$ cat src/bspd_pkg.sv
// Shared types and constants for the bike speed page decoder.
package bspd_pkg;

  localparam logic [1:0] EV_NONE  = 2'd0;
  localparam logic [1:0] EV_SPEED = 2'd1;
  localparam logic [1:0] EV_STOP  = 2'd2;

  localparam logic [1:0] REG_WHEEL = 2'd0;
  localparam logic [1:0] REG_STOP  = 2'd1;
  localparam logic [1:0] REG_MAX   = 2'd2;

  localparam int MULT_W = 18;
  localparam int WHEEL_FACTOR = 36;
  localparam int TICKS_PER_S = 1024;

  localparam logic [11:0] WHEEL_RESET = 12'd2096;
  localparam logic [7:0]  STOP_RESET  = 8'd12;
  localparam logic [23:0] MAX_RESET   = 24'd100000;
  localparam logic [23:0] SPEED_SAT   = 24'hFFFFFF;

  typedef struct packed {
    logic [1:0]  evt;
    logic [23:0] speed;
    logic [31:0] revs;
    logic [24:0] optime;
    logic [7:0]  maker;
    logic [15:0] serial;
    logic [7:0]  hw;
    logic [7:0]  sw;
    logic [7:0]  model;
  } result_t;

  typedef struct packed {
    logic        compute;
    logic [15:0] drev;
    logic [15:0] dt;
    result_t     info;
  } qentry_t;

endpackage

$ cat src/bike_speed_page_decoder.sv
// Top level of the bike speed page decoder: configuration registers and channel wiring.
// A request with a speed to compute passes the one-bit-per-cycle divide and multiply
// and a four-step reciprocal scaling. Other requests go to the result register at one per
// cycle while the speed unit is idle and the output is free; a two-entry queue lets the
// front keep accepting until it is full. The speed unit takes no new request while busy.
// Reset (rst, synchronous) restores register defaults and clears all page and motion state.
module bike_speed_page_decoder #(
  parameter int FRAC_SCALE = 1000,
  parameter int ACCUM_REV_BITS = 32
) (
  input  logic        clk,
  input  logic        rst,
  input  logic        in_valid,
  output logic        in_ready,
  input  logic [7:0]  page_byte,
  input  logic [7:0]  data_byte_1,
  input  logic [7:0]  data_byte_2,
  input  logic [7:0]  data_byte_3,
  input  logic [7:0]  event_time_low,
  input  logic [7:0]  event_time_high,
  input  logic [7:0]  rev_count_low,
  input  logic [7:0]  rev_count_high,
  output logic        out_valid,
  input  logic        out_ready,
  output logic [1:0]  speed_event,
  output logic [23:0] speed_milli_kmh,
  output logic [31:0] accumulated_revs,
  output logic [24:0] operating_time_s,
  output logic [7:0]  manufacturer_id,
  output logic [15:0] serial_upper,
  output logic [7:0]  hardware_version,
  output logic [7:0]  software_version,
  output logic [7:0]  model_number,
  input  logic        cfg_valid,
  output logic        cfg_ready,
  input  logic [1:0]  cfg_index,
  input  logic [23:0] cfg_data
);

  logic [11:0] wheel;
  logic [7:0] stop_limit;
  logic [23:0] speed_limit;
  logic accept, q_full, q_valid, q_pop;
  bspd_pkg::qentry_t f_entry, q_entry;
  bspd_pkg::result_t res;

  assign cfg_ready = 1'b1;
  assign in_ready = !q_full;
  assign accept = in_valid && in_ready;

  always_ff @(posedge clk) begin
    if (rst) begin
      wheel <= bspd_pkg::WHEEL_RESET;
      stop_limit <= bspd_pkg::STOP_RESET;
      speed_limit <= bspd_pkg::MAX_RESET;
    end else if (cfg_valid) begin
      case (cfg_index)
        bspd_pkg::REG_WHEEL: wheel <= cfg_data[11:0];
        bspd_pkg::REG_STOP:  stop_limit <= cfg_data[7:0];
        bspd_pkg::REG_MAX:   speed_limit <= cfg_data;
        default: ;
      endcase
    end
  end

  bspd_front #(.ACCUM_REV_BITS(ACCUM_REV_BITS)) u_front (
    .clk(clk), .rst(rst), .accept(accept),
    .page_byte(page_byte), .data_byte_1(data_byte_1), .data_byte_2(data_byte_2),
    .data_byte_3(data_byte_3), .event_time_low(event_time_low),
    .event_time_high(event_time_high), .rev_count_low(rev_count_low),
    .rev_count_high(rev_count_high), .stop_limit(stop_limit), .entry(f_entry)
  );

  bspd_queue u_queue (
    .clk(clk), .rst(rst), .push(accept), .push_data(f_entry), .full(q_full),
    .pop(q_pop), .valid(q_valid), .pop_data(q_entry)
  );

  bspd_back #(.FRAC_SCALE(FRAC_SCALE)) u_back (
    .clk(clk), .rst(rst), .q_valid(q_valid), .q_data(q_entry), .q_pop(q_pop),
    .wheel(wheel), .speed_limit(speed_limit), .out_valid(out_valid),
    .out_ready(out_ready), .res(res)
  );

  assign speed_event = res.evt;
  assign speed_milli_kmh = res.speed;
  assign accumulated_revs = res.revs;
  assign operating_time_s = res.optime;
  assign manufacturer_id = res.maker;
  assign serial_upper = res.serial;
  assign hardware_version = res.hw;
  assign software_version = res.sw;
  assign model_number = res.model;

endmodule

$ cat src/bspd_front.sv
// Front end: page mode machine, page decoding, motion tracking and request classification.
module bspd_front #(
  parameter int ACCUM_REV_BITS = 32
) (
  input  logic             clk,
  input  logic             rst,
  input  logic             accept,
  input  logic [7:0]       page_byte,
  input  logic [7:0]       data_byte_1,
  input  logic [7:0]       data_byte_2,
  input  logic [7:0]       data_byte_3,
  input  logic [7:0]       event_time_low,
  input  logic [7:0]       event_time_high,
  input  logic [7:0]       rev_count_low,
  input  logic [7:0]       rev_count_high,
  input  logic [7:0]       stop_limit,
  output bspd_pkg::qentry_t entry
);

  typedef enum logic [1:0] {M_INIT = 2'd0, M_STD = 2'd1, M_EXT = 2'd2} mode_t;

  mode_t mode, mode_next;
  logic [7:0] prev_page;
  logic [15:0] prev_time, prev_revs;
  logic [8:0] unch, unch_next, unch_inc;
  logic first_pend, first_pend_next;
  logic [ACCUM_REV_BITS-1:0] rev_total, rev_total_next;
  logic [24:0] optime, optime_next;
  logic [7:0] maker, maker_next, hw, hw_next, sw, sw_next, model, model_next;
  logic [15:0] serial, serial_next;
  logic [15:0] now_time, now_revs, drev, dt;
  logic decode_en, same;
  logic [1:0] evt;
  logic compute;

  always_comb begin
    now_time = {event_time_high, event_time_low};
    now_revs = {rev_count_high, rev_count_low};
    drev = now_revs - prev_revs;
    dt = now_time - prev_time;
    mode_next = mode;
    decode_en = 1'b0;
    case (mode)
      M_INIT: mode_next = M_STD;
      M_STD: begin
        if (prev_page != page_byte) begin
          mode_next = M_EXT;
          decode_en = 1'b1;
        end
      end
      default: decode_en = 1'b1;
    endcase
    optime_next = optime;
    maker_next = maker;
    serial_next = serial;
    hw_next = hw;
    sw_next = sw;
    model_next = model;
    if (decode_en) begin
      case (page_byte[6:0])
        7'd1: optime_next = {data_byte_3, data_byte_2, data_byte_1, 1'b0};
        7'd2: begin
          maker_next = data_byte_1;
          serial_next = {data_byte_3, data_byte_2};
        end
        7'd3: begin
          hw_next = data_byte_1;
          sw_next = data_byte_2;
          model_next = data_byte_3;
        end
        default: ;
      endcase
    end
    same = (now_time == prev_time) && (now_revs == prev_revs);
    unch_inc = (unch == 9'd511) ? unch : unch + 9'd1;
    unch_next = 9'd0;
    first_pend_next = first_pend;
    evt = bspd_pkg::EV_NONE;
    compute = 1'b0;
    if (same) begin
      unch_next = unch_inc;
      if (unch_inc > {1'b0, stop_limit}) begin
        evt = bspd_pkg::EV_STOP;
      end
    end else if (dt != 16'd0) begin
      compute = !first_pend;
      first_pend_next = 1'b0;
    end
    rev_total_next = rev_total + ACCUM_REV_BITS'(drev);
    entry.compute = compute;
    entry.drev = drev;
    entry.dt = dt;
    entry.info.evt = evt;
    entry.info.speed = 24'd0;
    entry.info.revs = 32'(rev_total_next);
    entry.info.optime = optime_next;
    entry.info.maker = maker_next;
    entry.info.serial = serial_next;
    entry.info.hw = hw_next;
    entry.info.sw = sw_next;
    entry.info.model = model_next;
  end

  always_ff @(posedge clk) begin
    if (rst) begin
      mode <= M_INIT;
      prev_page <= 8'd0;
      prev_time <= 16'd0;
      prev_revs <= 16'd0;
      unch <= 9'd0;
      first_pend <= 1'b1;
      rev_total <= '0;
      optime <= 25'd0;
      maker <= 8'd0;
      serial <= 16'd0;
      hw <= 8'd0;
      sw <= 8'd0;
      model <= 8'd0;
    end else if (accept) begin
      mode <= mode_next;
      prev_page <= page_byte;
      prev_time <= now_time;
      prev_revs <= now_revs;
      unch <= unch_next;
      first_pend <= first_pend_next;
      rev_total <= rev_total_next;
      optime <= optime_next;
      maker <= maker_next;
      serial <= serial_next;
      hw <= hw_next;
      sw <= sw_next;
      model <= model_next;
    end
  end

endmodule

$ cat src/bspd_queue.sv
// Two-entry queue between the front end and the speed unit.
module bspd_queue (
  input  logic              clk,
  input  logic              rst,
  input  logic              push,
  input  bspd_pkg::qentry_t push_data,
  output logic              full,
  input  logic              pop,
  output logic              valid,
  output bspd_pkg::qentry_t pop_data
);

  bspd_pkg::qentry_t mem [2];
  logic wr_ptr, rd_ptr;
  logic [1:0] count;

  assign full = (count == 2'd2);
  assign valid = (count != 2'd0);
  assign pop_data = mem[rd_ptr];

  always_ff @(posedge clk) begin
    if (push) begin
      mem[wr_ptr] <= push_data;
    end
  end

  always_ff @(posedge clk) begin
    if (rst) begin
      wr_ptr <= 1'b0;
      rd_ptr <= 1'b0;
      count <= 2'd0;
    end else begin
      if (push) begin
        wr_ptr <= !wr_ptr;
      end
      if (pop) begin
        rd_ptr <= !rd_ptr;
      end
      count <= count + {1'b0, push} - {1'b0, pop};
    end
  end

`ifndef SYNTHESIS
  a_no_overflow: assert property (@(posedge clk) disable iff (rst)
    full |-> !push || pop) else $error("Request pushed into a full queue.");
`endif

endmodule

$ cat src/bspd_back.sv
// Speed unit: serial divide, serial wheel multiply, reciprocal scaling, plus the result register.
module bspd_back #(
  parameter int FRAC_SCALE = 1000
) (
  input  logic               clk,
  input  logic               rst,
  input  logic               q_valid,
  input  bspd_pkg::qentry_t  q_data,
  output logic               q_pop,
  input  logic [11:0]        wheel,
  input  logic [23:0]        speed_limit,
  output logic               out_valid,
  input  logic               out_ready,
  output bspd_pkg::result_t  res
);

  localparam int SW = $clog2(FRAC_SCALE + 1);
  localparam int NUMW = 26 + SW;
  localparam int MW = bspd_pkg::MULT_W;
  localparam int PW = NUMW + MW;
  localparam int DIVC = 10 * FRAC_SCALE;
  localparam int RW = 17;
  localparam int CW = $clog2(PW);
  localparam int RL = $clog2(DIVC);
  localparam int RS = PW + RL;
  localparam int PRW = 2 * PW + 1;
  localparam int QW = PRW - RS;
  localparam int H = (PW + 1) / 2;
  localparam int OPW = H + 1;
  localparam logic [PRW-1:0] RECIP_FULL =
    ((PRW'(1) << RS) + PRW'(DIVC - 1)) / PRW'(DIVC);
  localparam logic [PW:0] RECIP = RECIP_FULL[PW:0];

  typedef enum logic [2:0] {S_IDLE, S_DIV1, S_MUL, S_RCP, S_FIN} state_t;

  state_t state;
  logic [CW-1:0] cnt;
  logic [PW-1:0] dvd, dvd_shift, mcand, acc, acc_sum;
  logic [RW-2:0] rem;
  logic [RW-1:0] dvs, trial, trial_sub;
  logic [MW-1:0] mplier;
  logic ge;
  logic [OPW-1:0] op_a, op_b;
  logic [2*OPW-1:0] pp;
  logic [PRW-1:0] prod, prod_sum, pp_sh;
  logic [QW-1:0] quot;
  logic done;
  bspd_pkg::result_t cur, fin_res;

  assign q_pop = (state == S_IDLE) && q_valid && (!out_valid || out_ready);

  // The final scaling multiplies by a fixed-point reciprocal in four partial products.
  always_comb begin
    trial = {rem, dvd[PW-1]};
    ge = (trial >= dvs);
    trial_sub = trial - dvs;
    dvd_shift = {dvd[PW-2:0], ge};
    acc_sum = acc + (mplier[0] ? mcand : '0);
    case (cnt[1:0])
      2'd3: begin
        op_a = OPW'(dvd[H-1:0]);
        op_b = OPW'(RECIP[H-1:0]);
      end
      2'd2: begin
        op_a = OPW'(dvd[H-1:0]);
        op_b = OPW'(RECIP[PW:H]);
      end
      2'd1: begin
        op_a = OPW'(dvd[PW-1:H]);
        op_b = OPW'(RECIP[H-1:0]);
      end
      default: begin
        op_a = OPW'(dvd[PW-1:H]);
        op_b = OPW'(RECIP[PW:H]);
      end
    endcase
    pp = op_a * op_b;
    case (cnt[1:0])
      2'd3: pp_sh = PRW'(pp);
      2'd2, 2'd1: pp_sh = PRW'(pp) << H;
      default: pp_sh = PRW'(pp) << (2 * H);
    endcase
    prod_sum = prod + pp_sh;
    quot = prod[PRW-1:RS];
    fin_res = cur;
    if (quot < QW'(speed_limit)) begin
      fin_res.evt = bspd_pkg::EV_SPEED;
      fin_res.speed = (quot > QW'(bspd_pkg::SPEED_SAT)) ? bspd_pkg::SPEED_SAT : quot[23:0];
    end else begin
      fin_res.evt = bspd_pkg::EV_NONE;
      fin_res.speed = 24'd0;
    end
    done = (q_pop && !q_data.compute) || (state == S_FIN);
  end

  always_ff @(posedge clk) begin
    if (rst) begin
      state <= S_IDLE;
      out_valid <= 1'b0;
    end else begin
      if (done) begin
        out_valid <= 1'b1;
      end else if (out_valid && out_ready) begin
        out_valid <= 1'b0;
      end
      case (state)
        S_IDLE: begin
          if (q_pop) begin
            if (q_data.compute) begin
              cur <= q_data.info;
              dvd <= PW'(q_data.drev) * PW'(bspd_pkg::TICKS_PER_S * FRAC_SCALE);
              dvs <= RW'(q_data.dt);
              rem <= '0;
              cnt <= CW'(PW - 1);
              state <= S_DIV1;
            end else begin
              res <= q_data.info;
            end
          end
        end
        S_DIV1: begin
          dvd <= dvd_shift;
          rem <= ge ? trial_sub[RW-2:0] : trial[RW-2:0];
          if (cnt == '0) begin
            mcand <= dvd_shift;
            mplier <= MW'({6'd0, wheel} * 18'(bspd_pkg::WHEEL_FACTOR));
            acc <= '0;
            cnt <= CW'(MW - 1);
            state <= S_MUL;
          end else begin
            cnt <= cnt - 1'b1;
          end
        end
        S_MUL: begin
          acc <= acc_sum;
          mcand <= {mcand[PW-2:0], 1'b0};
          mplier <= {1'b0, mplier[MW-1:1]};
          if (cnt == '0) begin
            dvd <= acc_sum;
            prod <= '0;
            cnt <= CW'(3);
            state <= S_RCP;
          end else begin
            cnt <= cnt - 1'b1;
          end
        end
        S_RCP: begin
          prod <= prod_sum;
          if (cnt == '0) begin
            state <= S_FIN;
          end else begin
            cnt <= cnt - 1'b1;
          end
        end
        S_FIN: begin
          res <= fin_res;
          state <= S_IDLE;
        end
        default: state <= S_IDLE;
      endcase
    end
  end

`ifndef SYNTHESIS
  a_busy_no_output: assert property (@(posedge clk) disable iff (rst)
    (state != S_IDLE) |-> !out_valid) else $error("Result shown while the unit is busy.");
  a_speed_only_on_event: assert property (@(posedge clk) disable iff (rst)
    (out_valid && res.evt != bspd_pkg::EV_SPEED) |-> (res.speed == 24'd0))
    else $error("Nonzero speed without a speed event.");
`endif

endmodule

$ cat config.mk
export PLATFORM = sky130hd
export DESIGN_NAME = bike_speed_page_decoder
export DESIGN_NICKNAME = d
export VERILOG_FILES = /design/src/bspd_pkg.sv /design/src/bike_speed_page_decoder.sv /design/src/bspd_front.sv /design/src/bspd_queue.sv /design/src/bspd_back.sv
export SDC_FILE = /design/constraint.sdc
export NUM_CORES = 2
export LEC_CHECK = 0
export ABC_AREA = 1
export BUFFER_PORTS_ARGS = -buffer_cell sky130_fd_sc_hd__buf_2
export CAP_MARGIN = 20
export CORE_MARGIN = 2
export CORE_UTILIZATION = 45
export CTS_CLUSTER_DIAMETER = 120
export DETAILED_ROUTE_END_ITERATION = 12
export GPL_TIMING_DRIVEN = 1
export SLEW_MARGIN = 30
export SYNTH_ARGS = -nofsm -noshare
export SYNTH_HDL_FRONTEND = slang
export SYNTH_HIERARCHICAL = 1
export SYNTH_SLANG_ARGS = --single-unit
$ cat constraint.sdc
create_clock -name clk -period 21.2 [get_ports clk]
set_input_delay 3.18 -clock clk [delete_from_list [all_inputs] [get_ports clk]]
set_output_delay 3.18 -clock clk [all_outputs]
set_load 0.1 [all_outputs]
* Yosys cells after proc, flatten, opt, wreduce, memory -nomap -nowiden
Memory sizes are Yosys's and may differ from the RTL's. A register that Yosys moved wholly into a read port is not among the register bits.
Index checks and enable logic that the tools add are counted.
** Storage, ports and cells
- Flip-flop bits (word level) :: 772
- RAM bits :: 280
- Memory bits (read-only) :: 0
- Latch bits :: 0
- Word-level logic and storage cells :: 200
- Output and inout port bits :: 134
- Bits of input ports :: 95
- Memories :: 1
** Memory list
- u_queue.mem :: words 2, bits a word 140, read ports 1, clocked after memory_dff 1, write ports 1, RTL line bspd_queue.sv:13 : bspd_pkg::qentry_t mem [2];
** Cells by class
- Multipliers :: 3
- Shifts and indexed selects :: 0
- $add $sub $neg :: 10
- Reductions and logical operators :: 44
- Equal/unequal tests :: 26
- Div/mod/pow operators :: 0
- Multiplexer cells :: 65
- Bitwise gates (word level) :: 2
- Order comparisons :: 4
** Operators with widths (count)
- 109-bit one-hot mux with 2 select lines :: 2
- 54-bit 2-to-1 mux :: 6
- 131-bit 2-to-1 mux :: 2
- 131-bit one-hot mux with 2 select lines :: 1
- 54-bit one-hot mux with 2 select lines :: 2
- 54-bit one-hot mux with 3 select lines :: 1
- 109-bit adder :: 1
- 109-bit 2-to-1 mux :: 1
- 16-bit 2-to-1 mux :: 5
- 25-bit 2-to-1 mux :: 3
- 8-bit 2-to-1 mux :: 8
- 27-bit by 28-bit multiplier with 55-bit output :: 1
- 54-bit adder :: 1
- 16-bit subtractor :: 3
- 41-bit by 24-bit > comparator with 1-bit output, second input constant :: 1
- 41-bit by 24-bit < comparator with 1-bit output :: 1
- 18-bit one-hot mux with 2 select lines :: 1
- 32-bit by 16-bit adder with 32-bit output :: 1
- 16-bit == test :: 2
- 16-bit one-hot mux with 2 select lines :: 1
- 6-bit 2-to-1 mux :: 5
- 28-bit 2-to-1 mux :: 1
- 27-bit 2-to-1 mux :: 1
- 24-bit 2-to-1 mux :: 1
- 44 further kinds :: 102

* Depth between registers and ports, before layout
- Depth in word-level cells :: 7
- Gate-level depth with buffers :: 54
- Gate-level depth less buffers :: 54

* Modules after synthesis
The synthesis kept the hierarchy.
** By module, submodules not included
- bspd_back :: instances 1, cells each 7377, area each 59573.4 um^2, seq. area each 16986.3 um^2
- bspd_queue :: instances 1, cells each 541, area each 12155.4 um^2, seq. area each 9949.5 um^2
- bspd_front :: instances 1, cells each 1827, area each 11138.2 um^2, seq. area each 3143.0 um^2
- bike_speed_page_decoder :: instances 1, cells each 270, area each 1820.5 um^2, seq. area each 880.8 um^2

* Least setup slack after synthesis
Ideal clock, no wire load.
- Kind :: input to register
- Start :: in rst
- End :: reg u_back/cur[0] (netlist bit), enable pin
- Setup time :: 0.897 ns
- Required time :: 20.303 ns
- Buffers on the path :: 1
- Arrival time :: 14.866 ns
- Setup slack :: 5.437 ns
- Stages on the path :: 2
- Cell sequence :: clkbuf_1 > nor4_1
** Between the ends
- Word-level cells in the longest chain between the ends :: 2
** RTL lines
- start: declaration :: RTL line bike_speed_page_decoder.sv:12 : input logic rst,
- 1-bit inverter (no line)
- 4-bit AND reduction (no line)
- end signal: assignment :: RTL line bspd_back.sv:110 : cur <= q_data.info;
- end: declaration :: RTL line bspd_back.sv:48 : bspd_pkg::result_t cur, fin_res;
No other way between the ends.
A chain may end at the register's enable or synchronous reset.

* Final worst setup path
- Start :: reg u_back.cnt[1]
- End :: reg u_back.prod[60] (data pin)
** Between the ends
- Word-level cells in the longest chain between the ends :: 7
- Elaborated cells on any way between the ends :: 12
- Those cells by class :: add/sub (1); mul (1); eq/ne (3); mux (4); reduce/logical (3)
** RTL lines
- start: declaration :: RTL line bspd_back.sv:37 : logic [CW-1:0] cnt;
- start signal: assignment :: RTL line bspd_back.sv:114 : cnt <= CW'(PW - 1);
- start signal: assignment :: RTL line bspd_back.sv:128 : cnt <= CW'(MW - 1);
- start signal: assignment :: RTL line bspd_back.sv:131 : cnt <= cnt - 1'b1;
- 2-bit == test or 2-bit by 1-bit == test with 1-bit output (tied branches) :: RTL line bspd_back.sv:59, bspd_back.sv:78
- 2-bit OR reduction (no line)
- 27-bit 2-to-1 mux or 28-bit 2-to-1 mux (tied branches) :: RTL line bspd_back.sv:59 : case (cnt[1:0])
- 27-bit by 28-bit multiplier with 55-bit output :: RTL line bspd_back.sv:77 : pp = op_a * op_b;
- 109-bit one-hot mux with 2 select lines (*) :: RTL line bspd_back.sv:78 : case (cnt[1:0])
- 109-bit adder (*) :: RTL line bspd_back.sv:83 : prod_sum = prod + pp_sh;
- 109-bit one-hot mux with 2 select lines (*) :: RTL line bspd_back.sv:106 : case (state)
- end signal: assignment :: RTL line bspd_back.sv:148 : prod <= prod_sum;
- end: declaration :: RTL line bspd_back.sv:45 : logic [PRW-1:0] prod, prod_sum, pp_sh;
Every way passes the cells marked *; elsewhere a longest branch is shown, timed or not.

==> impl_metrics.csv <==
group,metric,value,unit
timing,worstMarginPinSlew,1020,ps
setup_path,crit_path_frequent_cell,"a21oi_1",
hold_path,holdPathEnd,"u_front/first_pend",
setup_path,r2r_setup_slack,8520,ps
logic_synthesis,synth_edf_count,891,
floorplan,io_pins,229,
timing,setup_viol,0,
routing,wire_per_inst,22.8,um
clock_network,clkSlewWorstSetupHoldPaths,60,ps
floorplan,start_util,45.2,%
clock_network,cts.root.buffer_cell,"clkbuf_16",
global_routing,grt_antenna_before_repair,11,
setup_path,cp_max_fo,54,
logic_synthesis,synth_warnings,6,
routing,route.detailed.drc,0,
global_routing,grt_pass1_wl,436000,um
global_routing,globalRoute.totalOverflow,0,
clock_network,cts.sinks,1101,
floorplan,die_h,438,um
timing,setup-tns-final,0,ps
clock_network,cts_buffers,120,
routing,via_count,69000,
global_routing,track_usage,30.4,%
clock_network,cts-hold-fix-buffers,0,
routing,routed_via_density,5.37,
setup_path,cp_data_required_time,21820,ps
placed_design,io_buffers,227,
placed_design,hpwl,234000,um
logic_synthesis,yosysUniqueCellTypes,66,
logic_synthesis,yosys.area.top_type,"edfxtp_1",
finish,drive_gt1_share,8.16,%
logic_synthesis,syn_area,84700,um2
clock_network,cts_tree,"yes",
floorplan,fp.dieW,438,um
routing,ant_nets,0,
logic_synthesis,async_flop_share,0,%
timing,maxSlewViolCount,0,
routing,firstDrtPassIters,6,
timing,period_share,59.8,%
finish,utilization,49.4,%
hold_path,min_path_cells,2,
logic_synthesis,synth_flop_cell,"edfxtp_1",
clock_network,cts-resized-gates,0,
clock_network,clockBufferDepth,3,
placed_design,gp_congestion,1.05,
setup_path,crit_type,"flop to flop",
floorplan,dieArea,192000,um2
setup_path,worstPathArrival,13300,ps
finish,fill_cells,18200,
setup_path,critical-path-slowest-cell,"nor2_1",
logic_synthesis,synth_cells,10000,
logic_synthesis,synth_area_per_cell,8.46,um2
timing,hold_viol,0,
timing,rsz0062_at_grt,"false",
clock_network,clkLatencyLatePin,830,ps
clock_network,postCtsSetupRepairBufs,0,
timing,fmax,78.8,MHz
setup_path,cp-start-kind,"flop",
timing,whs,448,ps
finish,syn_to_final_growth,9.37,%
logic_synthesis,synthDominantCellAreaShare,31.6,%
routing,dr.first_iter.drc_count,6553,
job,cap_viol_max_count,0,
routing,wl,293000,um
timing,relSlewSlack,31.5,%
floorplan,core-area,187000,um2
setup_path,r2r_cells,37,
timing,skew,127,ps
finish,num-nets-final,11500,
setup_path,slowest_delay,670,ps
setup_path,reg2reg_to,"u_back/prod[60]",
setup_path,timing.rr.start,"u_back/cnt[1]",
hold_path,min_path_type,"flop to flop",
logic_synthesis,ys_seq_area_share,36.6,%
run_status,status,"complete, no violations",
global_routing,grt_pass1_vias,68300,
setup_path,end_kind,"flop",
floorplan,rows,159,
global_routing,grt_max_degree,132,
clock_network,cts-htree-levels,3,
logic_synthesis,ys_top_cells_by_area,"edfxtp_1 32%, fa_1 12%, ha_1 9.4%",
logic_synthesis,synth-seq-cells,1101,
hold_path,hold_start,"u_front/first_pend",
timing,period_needed,12680,ps
-- layout by cell type (no fill, tap or decap), drive strengths merged, types with 3 or more instances in the layout --
cell,count
o221ai,7
nor3,110
o211ai,18
o2111ai,3
and2,10
a211oi,13
inv,1914
bufinv,9
conb,61
nand4,57
nor2,1071
ha,634
nand2,2049
o21ai,752
buf,305
clkbuf,152
a21oi,649
xor2,62
clkinv,62
dfxtp,210
nand3b,23
xnor2,50
edfxtp,891
a21boi,15
a31oi,34
mux2,164
clkinvlp,6
o22ai,35
fa,527
or2,15
o21a,24
nand3,276
o21bai,60
a21o,37
diode,3
and3,7
nor4,25
-- state kept, by name, indices dropped and copies added, names as in the netlist, 18 cells and up, named ones only --
name and count:
u_queue/mem 328, u_back/res 131, u_back/prod 109, u_back/cur 105
u_back/acc 54, u_back/dvd 54, u_back/mcand 54, u_front/rev_total 32
u_front/optime 25, speed_limit 24, u_back/mplier 18
-- layout make-up --
| class | instances | area (um2) | area share, % |
|---|---|---|---|
| flip-flops and latches | 1101 | 31000 | 33.4 |
| clock buffers | 152 | 3240 | 3.50 |
| repair buffers | 305 | 1800 | 1.94 |
| multi-input cells | 6799 | 45500 | 49.1 |
| inverters | 1914 | 7200 | 7.77 |
| well taps | 2495 | 3120 | 3.37 |
| clock inverters | 77 | 771 | 0.832 |
| diodes | 3 | 7.51 | 0.00811 |
-- worst max path at each step --
stage | start | to | slack, ps | cells after the start
floorplan | rst | u_back/cur[0] | 5440 | 2
global placement | u_back/cnt[1] | u_back/prod[60] | 8790 | 36
detailed placement | u_back/cnt[1] | u_back/prod[60] | 8800 | 37
CTS | u_back/cnt[1] | u_back/prod[60] | 8830 | 37
global route | u_back/cnt[1] | u_back/prod[60] | 8050 | 39
finish | u_back/cnt[1] | u_back/prod[60] | 8520 | 37
-- through the flow --
step                instance area (um2)  setup slack, ps  instances
finish                            92600             8520      12800
floorplan                         84900             5440      10100
global route                      92600             8050      12800
CTS                               92600             8830      12800
global placement                  88500             8790      12600
detailed placement                88500             8800      12600
-- worst max-delay path, delay by kind of cell, from the launching register on --
family | cells | cell delay (ps)
adders and majority gates | 10 | 4440
buffers and inverters | 7 | 1860
xor gates and xnor gates | 1 | 520
DFF | 1 | 320
and+or+nand+nor | 6 | 1970
AOI/OAI and AO/OA | 13 | 3390
-- per-layer routing --
layer  track usage, %  routed length (um)
met3             4.54               20600
met4             11.5               12000
met1             41.8              127000
met5                0                  95
met2             48.5              133000
-- synth_stat cells (10+ instances only) --
cell type     n
nor3_1      104
buf_4        34
nor2_2       29
o22ai_1      34
nand2_1    2018
fa_1        527
edfxtp_1    891
o21ai_2      29
clkbuf_1    149
nand4_1      56
dfxtp_1     210
a211oi_1     13
nor4_1       21
ha_1        634
nand3_1     262
inv_1      1887
o211ai_1     16
buf_1        10
buf_2        46
xnor2_1      50
o21ai_0     621
or2_2        11
a21boi_0     14
nand3b_1     23
a21oi_1     640
mux2_2      164
nand3_2      14
clkbuf_8     13
xor2_1       62
a31oi_1      34
o21ai_1     101
nor2_1     1040
inv_2        23
o21a_1       24
nand2_2      31
a21o_1       37
o21bai_1     59
-- logic make-up (layout without fill, tap and decap cells) --
| family | count (synthesis) | after routing | share of synthesized area (%) |
|---|---|---|---|
| multiplexers | 164 | 164 | 2.18 |
| XOR/XNOR | 112 | 112 | 1.16 |
| adder cells (fa/ha/maj) | 1161 | 1161 | 21.8 |
| AND/OR/NAND/NOR | 3646 | 3646 | 17.5 |
| AO/OA/AOI/OAI | 1655 | 1655 | 10.7 |
| flip-flops | 1101 | 1101 | 36.6 |
| buffers and inverters | 2172 | 2448 | 10.1 |
| other | 4 | 64 | 0.0177 |
Power is left out: the tool's default activity adds up to more than one toggle a clock period on the data nets, which glitch-free logic cannot reach.
